## config.mk

```make
export PLATFORM = sky130hd
export DESIGN_NAME = analog_pixel_hit_decoder
export DESIGN_NICKNAME = d
export VERILOG_FILES = /design/src/hw/rtl/aphd_pkg.sv /design/src/hw/rtl/aphd_quant.sv /design/src/hw/rtl/analog_pixel_hit_decoder.sv
export SDC_FILE = /design/constraint.sdc
export NUM_CORES = 2
export LEC_CHECK = 0
export ABC_AREA = 1
export CELL_PAD_IN_SITES_DETAIL_PLACEMENT = 0
export CELL_PAD_IN_SITES_GLOBAL_PLACEMENT = 2
export CORE_MARGIN = 10
export CORE_UTILIZATION = 41
export DETAILED_ROUTE_END_ITERATION = 10
export DONT_BUFFER_PORTS = 1
export MAX_ROUTING_LAYER = met4
export PLACE_DENSITY = 0.74
export REMOVE_ABC_BUFFERS = 1
export SYNTH_ARGS = -nofsm -noshare
export SYNTH_HDL_FRONTEND = slang
export SYNTH_HIERARCHICAL = 1
export SYNTH_SLANG_ARGS = --single-unit
export TNS_END_PERCENT = 5
```

## constraint.sdc

```tcl
create_clock -name clk -period 4.7 [get_ports clk]
set_input_delay 0.47 -clock clk [delete_from_list [all_inputs] [get_ports clk]]
set_output_delay 0.47 -clock clk [all_outputs]
set_load 0.01 [all_outputs]
```

## src/hw/rtl/aphd_pkg.sv

```systemverilog
// ----------------------------------------------------------------------------
// aphd_pkg
// shared types, sizes and codes of the analog pixel hit decoder
// ----------------------------------------------------------------------------
package aphd_pkg;

  // sizing
  localparam int MAX_CHIPS    = 8;
  localparam int EVENT_DEPTH  = 256;
  localparam int MARKER_SLOTS = 16;
  localparam int LEVELS       = 5;

  localparam int SMP_W       = 12;
  localparam int CHIP_W      = (MAX_CHIPS > 1) ? $clog2(MAX_CHIPS) : 1;
  localparam int CHIPS_CNT_W = $clog2(MAX_CHIPS + 1);
  localparam int ADDR_W      = $clog2(EVENT_DEPTH);
  localparam int CNT_W       = $clog2(EVENT_DEPTH + 2);
  localparam int MK_IDX_W    = $clog2(MARKER_SLOTS);
  localparam int MK_CNT_W    = $clog2(MARKER_SLOTS + 2);
  localparam int BASE_W      = ADDR_W + 2;
  localparam int DIGIT_W     = 3;
  localparam int TC_W        = 6;
  localparam int TR_W        = 8;

  // event framing
  localparam int HEADER_MARKERS = 5;  // markers that are not chip headers
  localparam int FIRST_MARKER   = 3;  // marker slot of the first chip
  localparam int BASE_OFS       = 2;  // hit base offset from the chip marker
  localparam int HIT_STRIDE     = 6;  // samples per hit
  localparam int HIT_SPAN       = 7;  // base + span must not pass next marker
  localparam int ADDR_DIGITS    = 5;  // column and row digits per hit
  localparam int COL_DIGITS     = 2;
  localparam int ROW_TOP        = 80;

  // mode codes
  localparam logic MODE_LEVEL  = 1'b0;
  localparam logic MODE_SAMPLE = 1'b1;

  // status codes
  localparam logic [2:0] ST_HIT     = 3'd0;
  localparam logic [2:0] ST_DONE    = 3'd1;
  localparam logic [2:0] ST_NOCHIP  = 3'd2;
  localparam logic [2:0] ST_MANY    = 3'd3;
  localparam logic [2:0] ST_OVERFL  = 3'd4;

  typedef logic signed [SMP_W-1:0] smp_t;
  typedef smp_t [LEVELS-1:0] level_row_t;
  typedef logic [DIGIT_W-1:0] digit_t;

  typedef struct packed {
    logic              mode;
    logic [2:0]        chip_index;
    logic [2:0]        level_index;
    logic signed [11:0] threshold_value;
    logic signed [11:0] sample;
    logic              last_sample;
  } in_item_t;

  typedef struct packed {
    logic [2:0]         status;
    logic [2:0]         hit_chip;
    logic [6:0]         column;
    logic signed [7:0]  row;
    logic signed [11:0] pulse_height;
    logic               end_of_event;
  } out_item_t;

endpackage

```

## src/hw/rtl/aphd_quant.sv

```systemverilog
// ----------------------------------------------------------------------------
// aphd_quant
// level quantizer: first of the ascending thresholds that the sample does
// not exceed, or the level count when there is none
// ----------------------------------------------------------------------------
module aphd_quant import aphd_pkg::*; (
  input  smp_t       sample_i,
  input  level_row_t levels_i,
  output digit_t     digit_o
);

  always_comb begin
    digit_o = DIGIT_W'(LEVELS);
    // lowest matching level wins
    for (int k = LEVELS - 1; k >= 0; k--) begin
      if ($signed(sample_i) <= $signed(levels_i[k])) begin
        digit_o = DIGIT_W'(k);
      end
    end
  end

endmodule

```

## src/hw/rtl/analog_pixel_hit_decoder.sv

```systemverilog
// ----------------------------------------------------------------------------
// analog_pixel_hit_decoder
// collects one event of analog readout samples, finds ultrablack markers and
// decodes pixel hits (column, row, pulse height) chip by chip
// ----------------------------------------------------------------------------
// sequence: thresholds and event samples are taken while idle; after the
//   last sample the decoder checks the event, starts the first chip, reads
//   and quantizes each hit's samples, steps chip by chip and closes the event
// throughput: one shared quantizer; each sample store read is registered and
//   quantized before the next read, and a hit waits while the output is full
// reset: register -500, level table zero, counts zero; sample and marker
//   stores hold no reset value and are only read where this event wrote them
// ----------------------------------------------------------------------------
module analog_pixel_hit_decoder import aphd_pkg::*; (
  input  logic        clk,
  input  logic        rst_n,
  // configuration write channel (ultrablack threshold)
  input  logic        cfg_valid,
  output logic        cfg_ready,
  input  smp_t        cfg_data,
  // input items
  input  logic        in_valid,
  output logic        in_ready,
  input  in_item_t    in_data,
  // result items
  output logic        out_valid,
  input  logic        out_ready,
  output out_item_t   out_data
);

  // one-hot sequencer
  typedef enum logic [8:0] {
    S_IDLE  = 9'b000000001,  // taking thresholds and samples
    S_CHECK = 9'b000000010,  // classify the finished event
    S_HERE  = 9'b000000100,  // first chip marker arrives
    S_NEXT  = 9'b000001000,  // following marker arrives
    S_TEST  = 9'b000010000,  // room for another hit before the next marker?
    S_RD    = 9'b000100000,  // issue a sample store read
    S_QNT   = 9'b001000000,  // quantize the sample just read
    S_EMIT  = 9'b010000000,  // hand the hit to the output register
    S_CLOSE = 9'b100000000   // closing result, counts back to zero
  } state_t;

  state_t state_r, state_nxt;

  // configuration register, always ready
  smp_t ub_thr_r;
  assign cfg_ready = 1'b1;

  always_ff @(posedge clk) begin
    if (!rst_n) begin
      ub_thr_r <= smp_t'(-500);
    end else if (cfg_valid) begin
      ub_thr_r <= cfg_data;
    end
  end

  // input transfer
  logic in_xfer, smp_xfer, lvl_xfer;
  assign in_ready = (state_r == S_IDLE);
  assign in_xfer  = in_valid && in_ready;
  assign smp_xfer = in_xfer && (in_data.mode == MODE_SAMPLE);
  assign lvl_xfer = in_xfer && (in_data.mode == MODE_LEVEL);

  // level table: one row of five thresholds per chip, cleared by reset
  level_row_t level_table_r [MAX_CHIPS];

  always_ff @(posedge clk) begin
    if (!rst_n) begin
      for (int c = 0; c < MAX_CHIPS; c++) begin
        level_table_r[c] <= '0;
      end
    end else if (lvl_xfer && (int'(in_data.chip_index) < MAX_CHIPS) &&
                 (int'(in_data.level_index) < LEVELS)) begin
      level_table_r[CHIP_W'(in_data.chip_index)][in_data.level_index] <=
        in_data.threshold_value;
    end
  end

  // event counters; the sample count parks one past the depth on overflow
  logic [CNT_W-1:0]    smp_cnt_r, smp_cnt_nxt;
  logic [MK_CNT_W-1:0] mk_cnt_r, mk_cnt_nxt;
  logic                store_room, is_marker, clr_counts;

  assign store_room = (smp_cnt_r < CNT_W'(EVENT_DEPTH));
  assign is_marker  = ($signed(in_data.sample) < $signed(ub_thr_r));

  always_comb begin
    smp_cnt_nxt = smp_cnt_r;
    mk_cnt_nxt  = mk_cnt_r;
    if (clr_counts) begin
      smp_cnt_nxt = '0;
      mk_cnt_nxt  = '0;
    end else if (smp_xfer) begin
      if (store_room) begin
        smp_cnt_nxt = smp_cnt_r + CNT_W'(1);
        if (is_marker && (mk_cnt_r <= MK_CNT_W'(MARKER_SLOTS))) begin
          mk_cnt_nxt = mk_cnt_r + MK_CNT_W'(1);
        end
      end else begin
        smp_cnt_nxt = CNT_W'(EVENT_DEPTH + 1);
      end
    end
  end

  always_ff @(posedge clk) begin
    if (!rst_n) begin
      smp_cnt_r <= '0;
      mk_cnt_r  <= '0;
    end else begin
      smp_cnt_r <= smp_cnt_nxt;
      mk_cnt_r  <= mk_cnt_nxt;
    end
  end

  // sample store, one write port while loading, one registered read port
  smp_t              sample_mem [EVENT_DEPTH];
  smp_t              smp_q_r;
  logic [ADDR_W-1:0] smp_raddr;

  always_ff @(posedge clk) begin
    if (smp_xfer && store_room) begin
      sample_mem[ADDR_W'(smp_cnt_r)] <= in_data.sample;
    end
    smp_q_r <= sample_mem[smp_raddr];
  end

  // marker position store, same arrangement
  logic [ADDR_W-1:0]   marker_mem [MARKER_SLOTS];
  logic [ADDR_W-1:0]   mk_q_r;
  logic [MK_IDX_W-1:0] mk_raddr;

  always_ff @(posedge clk) begin
    if (smp_xfer && store_room && is_marker &&
        (mk_cnt_r < MK_CNT_W'(MARKER_SLOTS))) begin
      marker_mem[MK_IDX_W'(mk_cnt_r)] <= ADDR_W'(smp_cnt_r);
    end
    mk_q_r <= marker_mem[mk_raddr];
  end

  // decode datapath registers
  logic [CHIP_W-1:0]      chip_r, chip_nxt;
  logic [CHIPS_CNT_W-1:0] chips;
  logic                   last_chip;
  logic [ADDR_W-1:0]      here_r, here_nxt, next_r, next_nxt;
  logic [BASE_W-1:0]      base_r, base_nxt;
  logic [2:0]             dig_r, dig_nxt;
  logic [TC_W-1:0]        tc_r, tc_nxt;
  logic [TR_W-1:0]        tr_r, tr_nxt;
  smp_t                   ph_r, ph_nxt;
  logic [2:0]             close_st_r, close_st_nxt;
  logic                   room_for_hit;
  digit_t                 digit;

  // chip count is only used once the event has passed the check
  assign chips     = CHIPS_CNT_W'(mk_cnt_r - MK_CNT_W'(HEADER_MARKERS));
  assign last_chip = ((CHIPS_CNT_W'(chip_r) + CHIPS_CNT_W'(1)) == chips);
  assign room_for_hit = ((base_r + BASE_W'(HIT_SPAN)) <= BASE_W'(next_r));

  // shared quantizer against the current chip's thresholds
  aphd_quant u_quant (
    .sample_i (smp_q_r),
    .levels_i (level_table_r[chip_r]),
    .digit_o  (digit)
  );

  // output register with its own valid, so a waiting result does not hold
  // the sequencer unless a new one is due
  out_item_t out_r, out_nxt;
  logic      out_valid_r, out_valid_nxt;
  logic      out_free;

  assign out_free  = !out_valid_r || out_ready;
  assign out_valid = out_valid_r;
  assign out_data  = out_r;

  always_comb begin
    state_nxt     = state_r;
    chip_nxt      = chip_r;
    here_nxt      = here_r;
    next_nxt      = next_r;
    base_nxt      = base_r;
    dig_nxt       = dig_r;
    tc_nxt        = tc_r;
    tr_nxt        = tr_r;
    ph_nxt        = ph_r;
    close_st_nxt  = close_st_r;
    clr_counts    = 1'b0;
    out_nxt       = out_r;
    out_valid_nxt = out_valid_r && !out_ready;
    mk_raddr      = MK_IDX_W'(FIRST_MARKER + 1) + MK_IDX_W'(chip_r);
    smp_raddr     = ADDR_W'(base_r + BASE_W'(1) + BASE_W'(dig_r));

    unique case (state_r)
      S_IDLE: begin
        if (smp_xfer && in_data.last_sample) begin
          state_nxt = S_CHECK;
        end
      end
      S_CHECK: begin
        mk_raddr = MK_IDX_W'(FIRST_MARKER);
        chip_nxt = '0;
        if (smp_cnt_r > CNT_W'(EVENT_DEPTH)) begin
          close_st_nxt = ST_OVERFL;
          state_nxt    = S_CLOSE;
        end else if (mk_cnt_r <= MK_CNT_W'(HEADER_MARKERS)) begin
          close_st_nxt = ST_NOCHIP;
          state_nxt    = S_CLOSE;
        end else if ((mk_cnt_r > MK_CNT_W'(HEADER_MARKERS + MAX_CHIPS)) ||
                     (mk_cnt_r > MK_CNT_W'(MARKER_SLOTS))) begin
          close_st_nxt = ST_MANY;
          state_nxt    = S_CLOSE;
        end else begin
          state_nxt = S_HERE;
        end
      end
      S_HERE: begin
        here_nxt  = mk_q_r;
        state_nxt = S_NEXT;
      end
      S_NEXT: begin
        next_nxt  = mk_q_r;
        base_nxt  = BASE_W'(here_r) + BASE_W'(BASE_OFS);
        state_nxt = S_TEST;
      end
      S_TEST: begin
        dig_nxt = '0;
        tc_nxt  = '0;
        tr_nxt  = '0;
        if (room_for_hit) begin
          state_nxt = S_RD;
        end else if (last_chip) begin
          close_st_nxt = ST_DONE;
          state_nxt    = S_CLOSE;
        end else begin
          // next chip starts at this chip's closing marker
          chip_nxt  = chip_r + CHIP_W'(1);
          here_nxt  = next_r;
          mk_raddr  = MK_IDX_W'(FIRST_MARKER + 1) + MK_IDX_W'(chip_r) +
                      MK_IDX_W'(1);
          state_nxt = S_NEXT;
        end
      end
      S_RD: begin
        state_nxt = S_QNT;
      end
      S_QNT: begin
        // base-six digits, most significant first
        if (dig_r < 3'(COL_DIGITS)) begin
          tc_nxt = TC_W'({2'b00, tc_r, 2'b00} + {3'b000, tc_r, 1'b0} +
                         (TC_W + 2)'(digit));
        end else if (dig_r < 3'(ADDR_DIGITS)) begin
          tr_nxt = TR_W'({2'b00, tr_r, 2'b00} + {3'b000, tr_r, 1'b0} +
                         (TR_W + 2)'(digit));
        end else begin
          ph_nxt = smp_q_r;
        end
        dig_nxt = dig_r + 3'd1;
        if (dig_r == 3'(ADDR_DIGITS)) begin
          state_nxt = S_EMIT;
        end else begin
          state_nxt = S_RD;
        end
      end
      S_EMIT: begin
        if (out_free) begin
          out_valid_nxt        = 1'b1;
          out_nxt.status       = ST_HIT;
          out_nxt.hit_chip     = 3'(chip_r);
          // odd row code selects the right-hand column of the pair
          out_nxt.column       = {tc_r, tr_r[0]};
          out_nxt.row          = 8'(ROW_TOP) - 8'(tr_r >> 1);
          out_nxt.pulse_height = ph_r;
          out_nxt.end_of_event = 1'b0;
          base_nxt             = base_r + BASE_W'(HIT_STRIDE);
          state_nxt            = S_TEST;
        end
      end
      S_CLOSE: begin
        if (out_free) begin
          out_valid_nxt        = 1'b1;
          out_nxt.status       = close_st_r;
          out_nxt.hit_chip     = '0;
          out_nxt.column       = '0;
          out_nxt.row          = '0;
          out_nxt.pulse_height = '0;
          out_nxt.end_of_event = 1'b1;
          clr_counts           = 1'b1;
          state_nxt            = S_IDLE;
        end
      end
      default: begin
        state_nxt = S_IDLE;
      end
    endcase
  end

  // control state
  always_ff @(posedge clk) begin
    if (!rst_n) begin
      state_r     <= S_IDLE;
      out_valid_r <= 1'b0;
    end else begin
      state_r     <= state_nxt;
      out_valid_r <= out_valid_nxt;
    end
  end

  // datapath, no reset needed
  always_ff @(posedge clk) begin
    chip_r     <= chip_nxt;
    here_r     <= here_nxt;
    next_r     <= next_nxt;
    base_r     <= base_nxt;
    dig_r      <= dig_nxt;
    tc_r       <= tc_nxt;
    tr_r       <= tr_nxt;
    ph_r       <= ph_nxt;
    close_st_r <= close_st_nxt;
    out_r      <= out_nxt;
  end

endmodule

```

==> results by group <==
Timing
  – TNS Setup: 0 ns
  – Slew Limit Fails: 118
  – Final Hold Fails: 0
  – Worst slew margin: -8.27%
  – Layout Skew: 0.0510 ns
  – Fmax: 0.224 GHz
  – Final period util: 95.1%
  – RSZ-0062 raised after global routing: yes
  – Worst slew pin tran: 1.62 ns
  – Final setup violation count: 0
  – Minimum clock period after layout: 4.47 ns

Cells and area
  – Commonest non-fill, non-tap cells in the layout: 3775 x edfxtp_1, 3091 x nor2_1, 1861 x o21ai_0
  – Nets: 13.2k
  – Commonest non-fill, non-tap cell in the layout: edfxtp_1
  – Ratio of cells with drive above 1 in the final layout: 10.3%
  – Register area: 115000 sq um
  – Fillers: 33.8k
  – Footprint of the multi-input gates: 37800 sq um
  – Layout area overhead: 14.9%
  – Post-route cell area: 181000 sq um
  – Final core occ: 47.3%

Logic synthesis
  – Syn avg cell area: 12.3 sq um
  – Post-synth top area cell: edfxtp_1
  – Area share of the largest cell type after synthesis: 72.0%
  – Number of synthesized flops with an enable pin: 3775
  – Cells after Synth: 12.8k
  – Synth Flop Type: edfxtp_1
  – Post-synth ARST share: 0%
  – YS warnings: 6
  – Seq cells post-synth: 3834
  – Post-synthesis cell area: 157000 sq um
  – Synth area leaders: edfxtp_1 72%, nor2_1 7.4%, o21ai_0 5.9%
  – Share of the yosys chip area belonging to registers: 72.7%
  – Yosys cell types: 55

Route
  – Vias per inst: 5.71
  – Met3 routed WL: 36500 um
  – DRT Pass-1 Iters: 6
  – Wire per inst: 26.5 um
  – Met2 routed WL: 225000 um
  – Initial DRC count: 11.2k
  – Antenna viol nets, final: 0
  – DRC viols: 0
  – M1 WL: 212000 um
  – Vias: 105k
  – Top routing layer used: met4
  – Post-Route WL: 488000 um

Hold path
  – Worst hold-check path type: primary input to flip-flop

Power
  – Leakage: 61.3 nW
  – Peak VDD IR: 0.332 mV
  – P per Cell Area: 392 nW/um^2
  – Total power: 0.0710 W

Worst setup path
  – CP Capture Type: flip-flop
  – Max FO, Critical Path: 15
  – WP data arrival: 5.19 ns
  – CP Launch Type: flip-flop
  – CP required: 5.42 ns
  – CP Class: flip-flop to flip-flop

Floorplanning
  – Initial Util: 41.2%
  – Die H: 640 um
  – Core area: 383000 sq um
  – Row cnt: 227
  – Die area: 409000 sq um
  – I/O pin count: 86
  – Die X: 640 um

Clock network
  – H-tree levels: 5
  – Clock Root Buffer: clkbuf_16
  – Max clock buf depth: 4
  – Clk_lat worst skew: 0.98 ns
  – CTS Buf Count: 405
  – Clk sinks: 3834
  – CTS tree: yes
  – Clk pin slew, worst setup/hold paths: 0.06 ns

Placement
  – DPL Wire Length: 274000 um
  – GPL Wtd Cong: 0.845
  – Buffers added on ports: 0
  – Placed instance area: 167000 sq um

Global route
  – Overall Global Routing Usage: 23.6%
  – Vias in the first global route: 101k
  – First-pass GRT wire length: 707000 um
  – Grt ovf: 0
  – Largest net degree at the start of global routing: 257
  – Initial antenna violation count: 23

Run
  – Max-cap check violation count: 0

Run status
  – Failing checks: max-slew violations
  – Status: finished, violations left
==> metrics by stage <==
stage	setup WS, ns	hold slack, ns	instances
finish	0.232	0.0357	18500
global route	-0.0371	0.0410	18400
CTS	0.00203	0.00466	18400
detailed placement	-0.0616	0.445	17600
global placement	-0.133	0.439	17600
floorplan	-83.51	0.408	11900
==> final timing paths <==
path	startpoint	endpoint	slack, ns	cells past startpoint
worst max-delay path	flip-flop	tr_r[6]$_SDFFCE_PN0P_	0.23	23
worst min-delay path	in_data[10]	sample_mem[35][9]$_DFFE_PP_	0.04	1
worst max register to register	flip-flop	tr_r[6]$_SDFFCE_PN0P_	0.23	23
worst min register to register	smp_cnt_r[7]$_SDFFE_PP0P_	smp_cnt_r[7]$_SDFFE_PP0P_	0.47	2
==> kinds of logic after synthesis <==
family / Yosys count / synth area share (%)
buffers and inverters: 1341 / 3.39
XOR/XNOR: 31 / 0.182
other: 1 / 0.00238
flip-flops: 3834 / 72.7
AND/OR/NAND/NOR: 4635 / 11.9
adder cells (fa/ha/maj): 124 / 1.01
AO/OA/AOI/OAI: 2841 / 10.8
==> routing by layer <==
metal  global-route usage, %  up-vias
met2                    36.4     3919
met1                    33.3    53500
met5                       -        -
li1                        -    47300
met3                    3.06      669
met4                    6.34        0
==> cells in the mapped netlist, types with 2 or more instances <==
library cell / n
buf_4: 13
o22ai_1: 72
nand3_1: 719
o221ai_1: 547
nor3_1: 25
fa_1: 5
o21ai_1: 3
ha_1: 119
a211oi_1: 2
a21o_1: 3
o211ai_1: 179
o21ai_0: 1866
o21bai_1: 6
a21oi_1: 87
dfxtp_1: 59
and3_1: 3
and2_1: 3
xor2_1: 21
a22oi_1: 2
buf_2: 204
inv_1: 391
clkbuf_1: 658
o21a_1: 2
nor2_4: 8
nand3b_1: 4
buf_1: 65
clkinv_1: 2
nand2_2: 10
edfxtp_1: 3775
nand2_1: 665
inv_2: 7
nor2_1: 3095
xnor2_1: 8
a21oi_2: 3
nand3_2: 4
nor2_2: 10
or2_2: 2
nand4_1: 80
o31ai_1: 2
a31oi_1: 63
==> report_power, final <==
group          total [W]  switching, W  internal (W)  leakage [nW]
logic            0.00133       0.00107      0.000260          19.9
clock network     0.0319        0.0133        0.0186          6.38
registers         0.0378     0.0000734        0.0377          35.1
total             0.0710        0.0145        0.0565          61.3
==> registers in the layout (all words and copies together) (netlist names), 9 cells and up, named ones only <==
register	flops
base_r	10
level_table_r	480
marker_mem	128
out_data	34
ph_r	12
sample_mem	3072
smp_cnt_r	9
smp_q_r	12
state_r	9
ub_thr_r	12
==> cell type report <==
| class | instances | area share (%) |
|---|---|---|
| flip-flops and latches | 3834 | 63.3 |
| inverters | 400 | 0.851 |
| clock inverters | 252 | 1.36 |
| multi-input cells | 7632 | 20.9 |
| repair buffers | 747 | 4.17 |
| diodes | 57 | 0.0788 |
| clock buffers | 491 | 5.88 |
| well taps | 5038 | 3.48 |
==> repair_timing <==
item                                    in CTS  in global routing
endpoints found under the setup margin       1                 11
resized for setup                            6                 20
pin swaps                                    2                 13
hold buffers                                42                  7
gates cloned                                 3                  1
endpoints found under the hold margin     3198                132
buffers inserted                             2                  5
==> critical path, cell delays in order (launching register included) <==
cell      delay, ns
dfxtp_4        0.39
buf_12         0.15
buf_16         0.17
buf_6          0.18
o21ai_0        0.09
o22ai_1        0.15
nor2_1         0.07
a31oi_1        0.18
inv_1          0.08
ha_1           0.30
a21oi_1        0.16
nor2_1         0.06
o21bai_1       0.15
a21oi_1        0.10
nor2_2         0.21
nand2_1        0.12
nor2_4         0.17
fa_1           0.42
ha_2           0.20
fa_2           0.36
a21oi_1        0.13
o21ai_1        0.09
o21ai_1        0.17
a21oi_2        0.05
Note: power is estimated with default switching activity, not from simulation.
